===== config.mk =====
export PLATFORM = sky130hd
export DESIGN_NAME = mandelbrot_escape_iteration_core
export DESIGN_NICKNAME = d
export VERILOG_FILES = /design/src/rtl/mbe_pkg.sv /design/src/rtl/mandelbrot_escape_iteration_core.sv
export SDC_FILE = /design/constraint.sdc
export NUM_CORES = 2
export LEC_CHECK = 0
export BUFFER_PORTS_ARGS = -buffer_cell sky130_fd_sc_hd__buf_2
export CORE_ASPECT_RATIO = 1.75
export CORE_UTILIZATION = 45
export DETAILED_ROUTE_END_ITERATION = 8
export MAX_ROUTING_LAYER = met4
export PLACE_DENSITY = 0.66
export SLEW_MARGIN = 0
export SYNTH_ARGS = -nofsm -noshare
export SYNTH_HDL_FRONTEND = slang
export SYNTH_SLANG_ARGS = --single-unit

===== constraint.sdc =====
create_clock -name clk -period 10.1 [get_ports clk]
set_input_delay 3.03 -clock clk [delete_from_list [all_inputs] [get_ports clk]]
set_output_delay 3.03 -clock clk [all_outputs]
set_load 0.005 [all_outputs]

===== src/rtl/mbe_pkg.sv =====
// mbe_pkg: fixed-point constants, register indexes and sequencer states
// for the mandelbrot escape-time core; no dependencies
package mbe_pkg;

  // signed fixed point, 28 fraction bits
  localparam int FRAC_BITS = 28;

  // coordinate clamp limits for pixel indexes
  localparam int MAX_WIDTH  = 4096;
  localparam int MAX_HEIGHT = 4096;

  localparam int COL_W  = 12;
  localparam int ITER_W = 17;
  localparam int DATA_W = 32;
  localparam int ADDR_W = 5;

  // width of a truncated product and of the z registers
  localparam int PSH_W = 36;
  localparam int Z_W   = 34;

  // quick test and escape thresholds
  localparam logic signed [PSH_W:0]   QUICK_LIM = (PSH_W+1)'(64'sd1 <<< (FRAC_BITS - 4));
  localparam logic signed [PSH_W:0]   FOUR      = (PSH_W+1)'(64'sd4 <<< FRAC_BITS);
  localparam logic signed [PSH_W-1:0] TWO       = PSH_W'(64'sd2 <<< FRAC_BITS);

  // saturation bounds for the coordinates
  localparam logic signed [44:0] SAT_MAX = 45'sh0_7FFF_FFFF;
  localparam logic signed [44:0] SAT_MIN = -45'sh0_8000_0000;

  // register reset values
  localparam logic [DATA_W-1:0] RST_LEFT  = 32'hE000_0000;
  localparam logic [DATA_W-1:0] RST_STEP  = 32'h0004_0000;
  localparam logic [ITER_W-1:0] RST_LIMIT = 17'd100000;

  // register indexes
  typedef enum logic [2:0] {
    REG_REAL_LEFT  = 3'd0,
    REG_REAL_STEP  = 3'd1,
    REG_IMAG_LOWER = 3'd2,
    REG_IMAG_STEP  = 3'd3,
    REG_ITER_LIMIT = 3'd4
  } reg_idx_t;

  // sequencer states, one-hot
  typedef enum logic [11:0] {
    ST_IDLE   = 12'b0000_0000_0001,
    ST_MUL_RE = 12'b0000_0000_0010,
    ST_MUL_IM = 12'b0000_0000_0100,
    ST_SQ_CR  = 12'b0000_0000_1000,
    ST_SQ_CI  = 12'b0000_0001_0000,
    ST_QUICK  = 12'b0000_0010_0000,
    ST_MUL_RI = 12'b0000_0100_0000,
    ST_UPDATE = 12'b0000_1000_0000,
    ST_SQ_ZR  = 12'b0001_0000_0000,
    ST_SQ_ZI  = 12'b0010_0000_0000,
    ST_CHECK  = 12'b0100_0000_0000,
    ST_DONE   = 12'b1000_0000_0000
  } state_t;

endpackage


===== src/rtl/mandelbrot_escape_iteration_core.sv =====
// mandelbrot_escape_iteration_core: escape-time counter for one pixel at a time
// on a single shared 32x32 signed multiplier; depends on mbe_pkg
//
// usage:
//   the input channel (in_valid/in_stall) takes one item, a pixel column and row.
//   the result channel (out_valid/out_stall) returns one item per input: the
//   escape count and a copy of column and row. results keep input order.
//   the register port (psel/penable/pwrite, paddr, pwdata, prdata, pready) holds
//   real_left, real_step, imag_lower, imag_step and iteration_limit at byte
//   addresses 0, 4, 8, 12, 16; write it only while the core is idle.
// sequencing:
//   every product goes through the one registered multiplier. mapping the pixel
//   and the quick test take the states MUL_RE, MUL_IM, SQ_CR, SQ_CI and QUICK;
//   each z = z^2 + c iteration takes MUL_RI, UPDATE, SQ_ZR, SQ_ZI and CHECK.
//   DONE loads the result register, and only then does the core return to idle
//   and take the next item, so one pixel is finished before the next is taken.
//   in_stall is high from acceptance until the result moves to the output
//   register; the next item can be taken while that result still waits.
// reset:
//   synchronous active-low rst_n clears the sequencer and the output valid and
//   loads the register reset values (view -2-2i with step 2^-10, limit 100000).
// stall:
//   while out_stall holds a result, a finished count waits in the sequencer.
module mandelbrot_escape_iteration_core
  import mbe_pkg::*;
(
  input  logic                clk,
  input  logic                rst_n,
  // input channel
  input  logic                in_valid,
  output logic                in_stall,
  input  logic [COL_W-1:0]    in_column,
  input  logic [COL_W-1:0]    in_row,
  // result channel
  output logic                out_valid,
  input  logic                out_stall,
  output logic [ITER_W-1:0]   out_iterations,
  output logic [COL_W-1:0]    out_pixel_column,
  output logic [COL_W-1:0]    out_pixel_row,
  // register port
  input  logic                psel,
  input  logic                penable,
  input  logic                pwrite,
  input  logic [ADDR_W-1:0]   paddr,
  input  logic [DATA_W-1:0]   pwdata,
  output logic [DATA_W-1:0]   prdata,
  output logic                pready
);

  // configuration registers
  logic signed [DATA_W-1:0] left_r, rstep_r, lower_r, istep_r;
  logic [ITER_W-1:0]        limit_r;

  // sequencer and datapath registers
  state_t                   state_r, state_nxt;
  logic [COL_W-1:0]         col_r, col_nxt, row_r, row_nxt;
  logic signed [DATA_W-1:0] cr_r, cr_nxt, ci_r, ci_nxt;
  logic signed [PSH_W-1:0]  rr_r, rr_nxt, ii_r, ii_nxt;
  logic signed [Z_W-1:0]    zr_r, zr_nxt, zi_r, zi_nxt;
  logic [ITER_W-1:0]        n_r, n_nxt;
  logic signed [63:0]       prod_r;

  // output register
  logic                     out_valid_r, out_valid_nxt;
  logic [ITER_W-1:0]        out_iter_r, out_iter_nxt;
  logic [COL_W-1:0]         out_col_r, out_col_nxt, out_row_r, out_row_nxt;

  logic signed [DATA_W-1:0] mul_a, mul_b;
  logic [COL_W-1:0]         idx_c, idx_r;
  logic signed [PSH_W-1:0]  prod_sh;
  logic signed [44:0]       coord_sum;
  logic signed [DATA_W-1:0] coord_base, coord_sat;
  logic signed [PSH_W:0]    mag_sum;
  logic signed [PSH_W-1:0]  zr_calc, zi_calc;
  logic                     out_free, z_out;
  logic                     cfg_wr;
  reg_idx_t                 cfg_idx;

  assign pready   = 1'b1;
  assign cfg_wr   = psel && penable && pwrite;
  assign cfg_idx  = reg_idx_t'(paddr[ADDR_W-1:2]);
  assign in_stall = (state_r != ST_IDLE);

  assign out_valid        = out_valid_r;
  assign out_iterations   = out_iter_r;
  assign out_pixel_column = out_col_r;
  assign out_pixel_row    = out_row_r;
  assign out_free         = !out_valid_r || !out_stall;

  // register readback
  always_comb begin
    case (cfg_idx)
      REG_REAL_LEFT:  prdata = left_r;
      REG_REAL_STEP:  prdata = rstep_r;
      REG_IMAG_LOWER: prdata = lower_r;
      REG_IMAG_STEP:  prdata = istep_r;
      REG_ITER_LIMIT: prdata = {{(DATA_W-ITER_W){1'b0}}, limit_r};
      default:        prdata = '0;
    endcase
  end

  // register writes
  always_ff @(posedge clk) begin
    if (!rst_n) begin
      left_r  <= RST_LEFT;
      rstep_r <= RST_STEP;
      lower_r <= RST_LEFT;
      istep_r <= RST_STEP;
      limit_r <= RST_LIMIT;
    end else if (cfg_wr) begin
      case (cfg_idx)
        REG_REAL_LEFT:  left_r  <= pwdata;
        REG_REAL_STEP:  rstep_r <= pwdata;
        REG_IMAG_LOWER: lower_r <= pwdata;
        REG_IMAG_STEP:  istep_r <= pwdata;
        REG_ITER_LIMIT: limit_r <= pwdata[ITER_W-1:0];
        default: ;
      endcase
    end
  end

  // index clamp for the coordinate mapping
  assign idx_c = (17'(col_r) >= 17'(MAX_WIDTH))  ? COL_W'(MAX_WIDTH - 1)  : col_r;
  assign idx_r = (17'(row_r) >= 17'(MAX_HEIGHT)) ? COL_W'(MAX_HEIGHT - 1) : row_r;

  // shared multiplier operand select
  always_comb begin
    mul_a = '0;
    mul_b = '0;
    case (state_r)
      ST_MUL_RE: begin
        mul_a = {{(DATA_W-COL_W){1'b0}}, idx_c};
        mul_b = rstep_r;
      end
      ST_MUL_IM: begin
        mul_a = {{(DATA_W-COL_W){1'b0}}, idx_r};
        mul_b = istep_r;
      end
      ST_SQ_CR: begin
        mul_a = cr_r;
        mul_b = cr_r;
      end
      ST_SQ_CI: begin
        mul_a = ci_r;
        mul_b = ci_r;
      end
      ST_MUL_RI: begin
        mul_a = zr_r[DATA_W-1:0];
        mul_b = zi_r[DATA_W-1:0];
      end
      ST_SQ_ZR: begin
        mul_a = zr_r[DATA_W-1:0];
        mul_b = zr_r[DATA_W-1:0];
      end
      ST_SQ_ZI: begin
        mul_a = zi_r[DATA_W-1:0];
        mul_b = zi_r[DATA_W-1:0];
      end
      default: ;
    endcase
  end

  always_ff @(posedge clk) begin
    prod_r <= mul_a * mul_b;
  end

  // product floored back to the fraction position
  assign prod_sh = prod_r[FRAC_BITS+PSH_W-1:FRAC_BITS];

  // base plus index times step, saturated to 32 bits
  assign coord_base = (state_r == ST_MUL_IM) ? left_r : lower_r;
  assign coord_sum  = {{13{coord_base[DATA_W-1]}}, coord_base} + prod_r[44:0];
  always_comb begin
    if (coord_sum > SAT_MAX) begin
      coord_sat = SAT_MAX[DATA_W-1:0];
    end else if (coord_sum < SAT_MIN) begin
      coord_sat = SAT_MIN[DATA_W-1:0];
    end else begin
      coord_sat = coord_sum[DATA_W-1:0];
    end
  end

  // squared magnitude from the stored real square and the fresh product
  assign mag_sum = {rr_r[PSH_W-1], rr_r} + {prod_sh[PSH_W-1], prod_sh};

  // one z = z^2 + c update
  assign zr_calc = rr_r - ii_r + {{(PSH_W-DATA_W){cr_r[DATA_W-1]}}, cr_r};
  assign zi_calc = (prod_sh <<< 1) + {{(PSH_W-DATA_W){ci_r[DATA_W-1]}}, ci_r};
  assign z_out   = (zr_calc > TWO) || (zr_calc < -TWO) ||
                   (zi_calc > TWO) || (zi_calc < -TWO);

  // sequencer
  always_comb begin
    state_nxt     = state_r;
    col_nxt       = col_r;
    row_nxt       = row_r;
    cr_nxt        = cr_r;
    ci_nxt        = ci_r;
    rr_nxt        = rr_r;
    ii_nxt        = ii_r;
    zr_nxt        = zr_r;
    zi_nxt        = zi_r;
    n_nxt         = n_r;
    out_valid_nxt = out_valid_r && out_stall;
    out_iter_nxt  = out_iter_r;
    out_col_nxt   = out_col_r;
    out_row_nxt   = out_row_r;
    case (state_r)
      ST_IDLE: begin
        if (in_valid) begin
          col_nxt   = in_column;
          row_nxt   = in_row;
          state_nxt = ST_MUL_RE;
        end
      end
      ST_MUL_RE: state_nxt = ST_MUL_IM;
      ST_MUL_IM: begin
        cr_nxt    = coord_sat;
        state_nxt = ST_SQ_CR;
      end
      ST_SQ_CR: begin
        ci_nxt    = coord_sat;
        state_nxt = ST_SQ_CI;
      end
      ST_SQ_CI: begin
        rr_nxt    = prod_sh;
        state_nxt = ST_QUICK;
      end
      ST_QUICK: begin
        // points near the origin are inside at once
        rr_nxt = '0;
        ii_nxt = '0;
        zr_nxt = '0;
        zi_nxt = '0;
        if (mag_sum < QUICK_LIM) begin
          n_nxt     = limit_r;
          state_nxt = ST_DONE;
        end else begin
          n_nxt     = '0;
          state_nxt = (limit_r == '0) ? ST_DONE : ST_MUL_RI;
        end
      end
      ST_MUL_RI: state_nxt = ST_UPDATE;
      ST_UPDATE: begin
        zr_nxt    = zr_calc[Z_W-1:0];
        zi_nxt    = zi_calc[Z_W-1:0];
        n_nxt     = n_r + 1'b1;
        state_nxt = z_out ? ST_DONE : ST_SQ_ZR;
      end
      ST_SQ_ZR: state_nxt = ST_SQ_ZI;
      ST_SQ_ZI: begin
        rr_nxt    = prod_sh;
        state_nxt = ST_CHECK;
      end
      ST_CHECK: begin
        // the squares double as the next iteration's terms
        ii_nxt = prod_sh;
        if (mag_sum > FOUR || n_r >= limit_r) begin
          state_nxt = ST_DONE;
        end else begin
          state_nxt = ST_MUL_RI;
        end
      end
      ST_DONE: begin
        if (out_free) begin
          out_valid_nxt = 1'b1;
          out_iter_nxt  = n_r;
          out_col_nxt   = col_r;
          out_row_nxt   = row_r;
          state_nxt     = ST_IDLE;
        end
      end
      default: state_nxt = ST_IDLE;
    endcase
  end

  // control registers
  always_ff @(posedge clk) begin
    if (!rst_n) begin
      state_r     <= ST_IDLE;
      out_valid_r <= 1'b0;
    end else begin
      state_r     <= state_nxt;
      out_valid_r <= out_valid_nxt;
    end
  end

  // payload registers
  always_ff @(posedge clk) begin
    col_r      <= col_nxt;
    row_r      <= row_nxt;
    cr_r       <= cr_nxt;
    ci_r       <= ci_nxt;
    rr_r       <= rr_nxt;
    ii_r       <= ii_nxt;
    zr_r       <= zr_nxt;
    zi_r       <= zi_nxt;
    n_r        <= n_nxt;
    out_iter_r <= out_iter_nxt;
    out_col_r  <= out_col_nxt;
    out_row_r  <= out_row_nxt;
  end

  // a new result only comes from the done state
  a_result_src: assert property (@(posedge clk) disable iff (!rst_n)
    $rose(out_valid_r) |-> $past(state_r == ST_DONE))
    else $error("result loaded outside done state");

  // a count never passes the limit
  a_count_limit: assert property (@(posedge clk) disable iff (!rst_n)
    out_valid_r |-> (out_iter_r <= limit_r))
    else $error("iteration count above limit");

  // z fed to the multiplier stays inside the escape radius
  a_z_bound: assert property (@(posedge clk) disable iff (!rst_n)
    (state_r == ST_MUL_RI) |->
      (zr_r <= TWO && zr_r >= -TWO && zi_r <= TWO && zi_r >= -TWO))
    else $error("escaped z reached the multiplier");

  // a pending result is held while the receiver stalls
  a_out_hold: assert property (@(posedge clk) disable iff (!rst_n)
    (out_valid_r && out_stall) |=> (out_valid_r && $stable(out_iter_r)))
    else $error("stalled result lost");

endmodule

==> results.md <==
* GR Util All Layers at 33.6%
* Sequential share of the synthesized area at 20.0%
* Area Overhead vs Synth at 15.9%
* Top post-synthesis cells by area: fa_1 35%, edfxtp_1 13%, inv_1 7.1%, dfxtp_1 6.9%, ha_1 6.8%
* Reg2Reg Setup Slack at 0.17 ns
* Switching share of power at 25.3%
* Buffers on Ports at 140
* Period utilization at 98.4%
* Num CTS Buffers at 54
* Pins Over Slew Limit at 0
* Least-Margin Pin Slew at 1.37 ns
* Critical Path AT at 10.45 ns
* Via-per-instance ratio at 5.65
* Max-Cap Viols at 0
* Vias in the first global route at 56.2k
* Comb pwr share at 4.9%
* Area of the multi-input gates at 0.0466 mm2
* Row count at 183
* Worst setup EP type: register
* IR Drop Worst-Case VDD at 0.151 mV
* Vias at 53.6k
* Post-synth EDFFs at 282
* Share of cells above drive strength 1 at 14.6%
* Filler cell count at 13.1k
* Crit-path max FO at 13
* Grt ovf at 0
* Layout Nets at 9117
* Power per standard cell area at 60.8 mW/mm2
* Reg2Reg Depth at 38
* Synth cell count leaders: 1224 x inv_1, 1120 x fa_1, 986 x nand2_1
* Final non-filler cell area at 0.0750 mm2
* Hold Crit Class: reg -> reg
* Run status: finished, final reports clean
* Synth area leader: fa_1
* Die W at 289 um
* CTS clk-pin slew, worst paths at 0.07 ns
* Pre-CTS setup slack at -0.277 ns
* Hold Crit Endpoint: lower_r[17]
* Fin crit period at 9.93 ns
* Fmax at 101 MHz
* Die footprint at 0.145 mm2
* Initial detailed-routing violation count at 4368
* Syn_area_per_cell at 9.13 um2
* Initial antenna violation count at 16
* Die Y-Extent at 504 um
* Non-Filler Instances at 9483
* Hold_sp: lower_r[17]
* Synth async-reset ratio at 0%
* Fin worst setup slack at 0.166 ns
* Synthesized instance count at 7084
* Pleak at 35.0 nW
* Core ar. at 0.142 mm2
* Skew-Pair Late Insertion Delay at 0.71 ns
* Most common cell in the synthesized netlist: inv_1
* Final core utilization at 52.6%
* Clock Path Buffers at 3
* WHS at 0.471 ns
* Synth warn at 0
* Yosys cell types at 94
* Hold-critical path depth at 2
* Root buffer cell: clkbuf_16
* CTS tree: done
* Flops & latches, synth at 504
* Fin. Hold Viols at 0
* Seq. cell area at 0.0129 mm2
* Reg power frac at 48.2%
* Prevailing post-synth register cell: edfxtp_1
* H-tree depth at 2
* Starting Density at 45.4%
* Global-route wire length before repair at 346000 um
* Most Frequent Cell on Critical Path: fa_1
* CTS sink count at 504
* Wire length per cell at 24.7 um
* Synth top area share at 34.7%
* Crit Reg-Reg Endpoint: prod_r[63]
* GP Congestion at 1.04
* Relative slew slack at 7.72%
* Clock share of power at 46.9%
* Placed Area at 0.0719 mm2
* Final setup skew at 0.0884 ns
* Worst path max stage delay at 0.58 ns
* Reg2Reg Launch Point: state_r[0]
* Syn_nets at 8624
* Worst path slowest cell: fa_1
* Io pins at 144
* Switching power total at 0.00115 W
* DR pass1 iterations at 7
* Pin count of the biggest net entering global routing at 108
* WS Path Type: reg -> reg
* Internal cell power at 0.00341 W
* DRT Wirelength at 234000 um
* DR DRC count at 0
* CP Data Required Time at 10.62 ns
* Hpwl dp at 197000 um
* Post-DRT Antenna Nets at 0
* Finish-stage setup viols at 0
* Synthesized area at 0.0647 mm2
* Post-placement cell count at 9337
* Startpoint types: register
[cell families after synthesis]
logic type,synth area share (%)
AO/OA/AOI/OAI,9.94
XOR/XNOR,2.52
adder cells (fa/ha/maj),41.5
buffers and inverters,9.08
flip-flops,20.0
multiplexers,1.42
other,0.00580
AND/OR/NAND/NOR,15.6
[per-stage QoR]
step,power [W],TNS (ns)
finish,0.00456,0
floorplan,0.00231,0
global route,0.00466,-0.0774
CTS,0.00458,0
global placement,0.00245,-0.984
detailed placement,0.00245,-0.912
[power groups by stage]
| stage | combinational, W | sequential, W | clock, W |
|---|---|---|---|
| after detailed placement | 0.000212 | 0.00224 | 0 |
| after global placement | 0.000210 | 0.00224 | 0 |
| after global routing | 0.000233 | 0.00219 | 0.00223 |
| after CTS | 0.000213 | 0.00219 | 0.00217 |
| final | 0.000225 | 0.00220 | 0.00214 |
| after floorplan | 0.0000964 | 0.00222 | 0 |
[worst max-delay path by stage]
| stage | startpoint | depth (start not counted) | slack (ns) | to |
|---|---|---|---|---|
| after floorplan | state_r[8] | 33 | 0.004 | prod_r[63] |
| after global placement | state_r[0] | 38 | -0.30 | prod_r[60] |
| after detailed placement | state_r[8] | 38 | -0.28 | prod_r[60] |
| after CTS | state_r[8] | 36 | 0.0005 | prod_r[63] |
| after global routing | state_r[0] | 38 | -0.05 | prod_r[63] |
| final | state_r[0] | 38 | 0.17 | prod_r[63] |
[cells in the final DEF, fill, tap and decap left out, types with 72 or more instances in the layout]
| cell type | n |
|---|---|
| nand2_1 | 964 |
| o21ai_0 | 137 |
| and2_1 | 115 |
| xnor2_1 | 114 |
| a21o_1 | 94 |
| dfxtp_1 | 211 |
| fa_1 | 1092 |
| buf_2 | 140 |
| xor2_1 | 72 |
| buf_12 | 75 |
| nand3_1 | 116 |
| buf_4 | 523 |
| edfxtp_1 | 282 |
| ha_1 | 346 |
| a21oi_1 | 304 |
| nor2_1 | 694 |
| inv_1 | 1216 |
[layer usage]
metal  up-vias  wire length [um]  track usage (%)
li1      23529                 -                -
met1     27061             80800             36.4
met2      2263            116000             56.7
met3       773             14700             3.46
met4         0             22300             24.9
met5         -                 0                -
[registers in the layout (all words and copies together) (netlist names)]
register,count
cr_r,32
out_pixel_row,12
zr_r,32
out_pixel_column,12
prod_r,64
limit_r,17
left_r,32
lower_r,32
out_valid,1
istep_r,32
out_iterations,17
idx_r,12
state_r,12
ii_r,36
zi_r,32
rstep_r,32
rr_r,36
n_r,17
col_r,12
ci_r,32
[layout make-up]
| class | instances | area share, % |
|---|---|---|
| diodes | 11 | 0.0367 |
| clock buffers | 67 | 1.92 |
| clock inverters | 34 | 0.587 |
| inverters | 1226 | 6.14 |
| multi-input cells | 5018 | 62.1 |
| flip-flops and latches | 504 | 17.3 |
| well taps | 1850 | 3.09 |
| repair buffers | 773 | 8.83 |
[timing repair]
| item | 4_1_cts | 5_1_grt |
|---|---|---|
| gates cloned | 1 | 5 |
| setup endpoints to repair | 9 | 9 |
| resized for setup | 19 | 216 |
| setup buffers | 3 | 28 |
| pin swaps | 7 | 121 |
| hold buffers | 0 | 0 |
[critical path: cells and delay by family, from the launching register on]
kind	cells	cell delay [ns]
buf+inv	9	1.13
xor+xnor	1	0.10
simple gates	6	0.70
compound gates	13	3.06
flops	1	0.38
fa+ha+maj	9	4.34
Power figures use the tool's default switching activity.
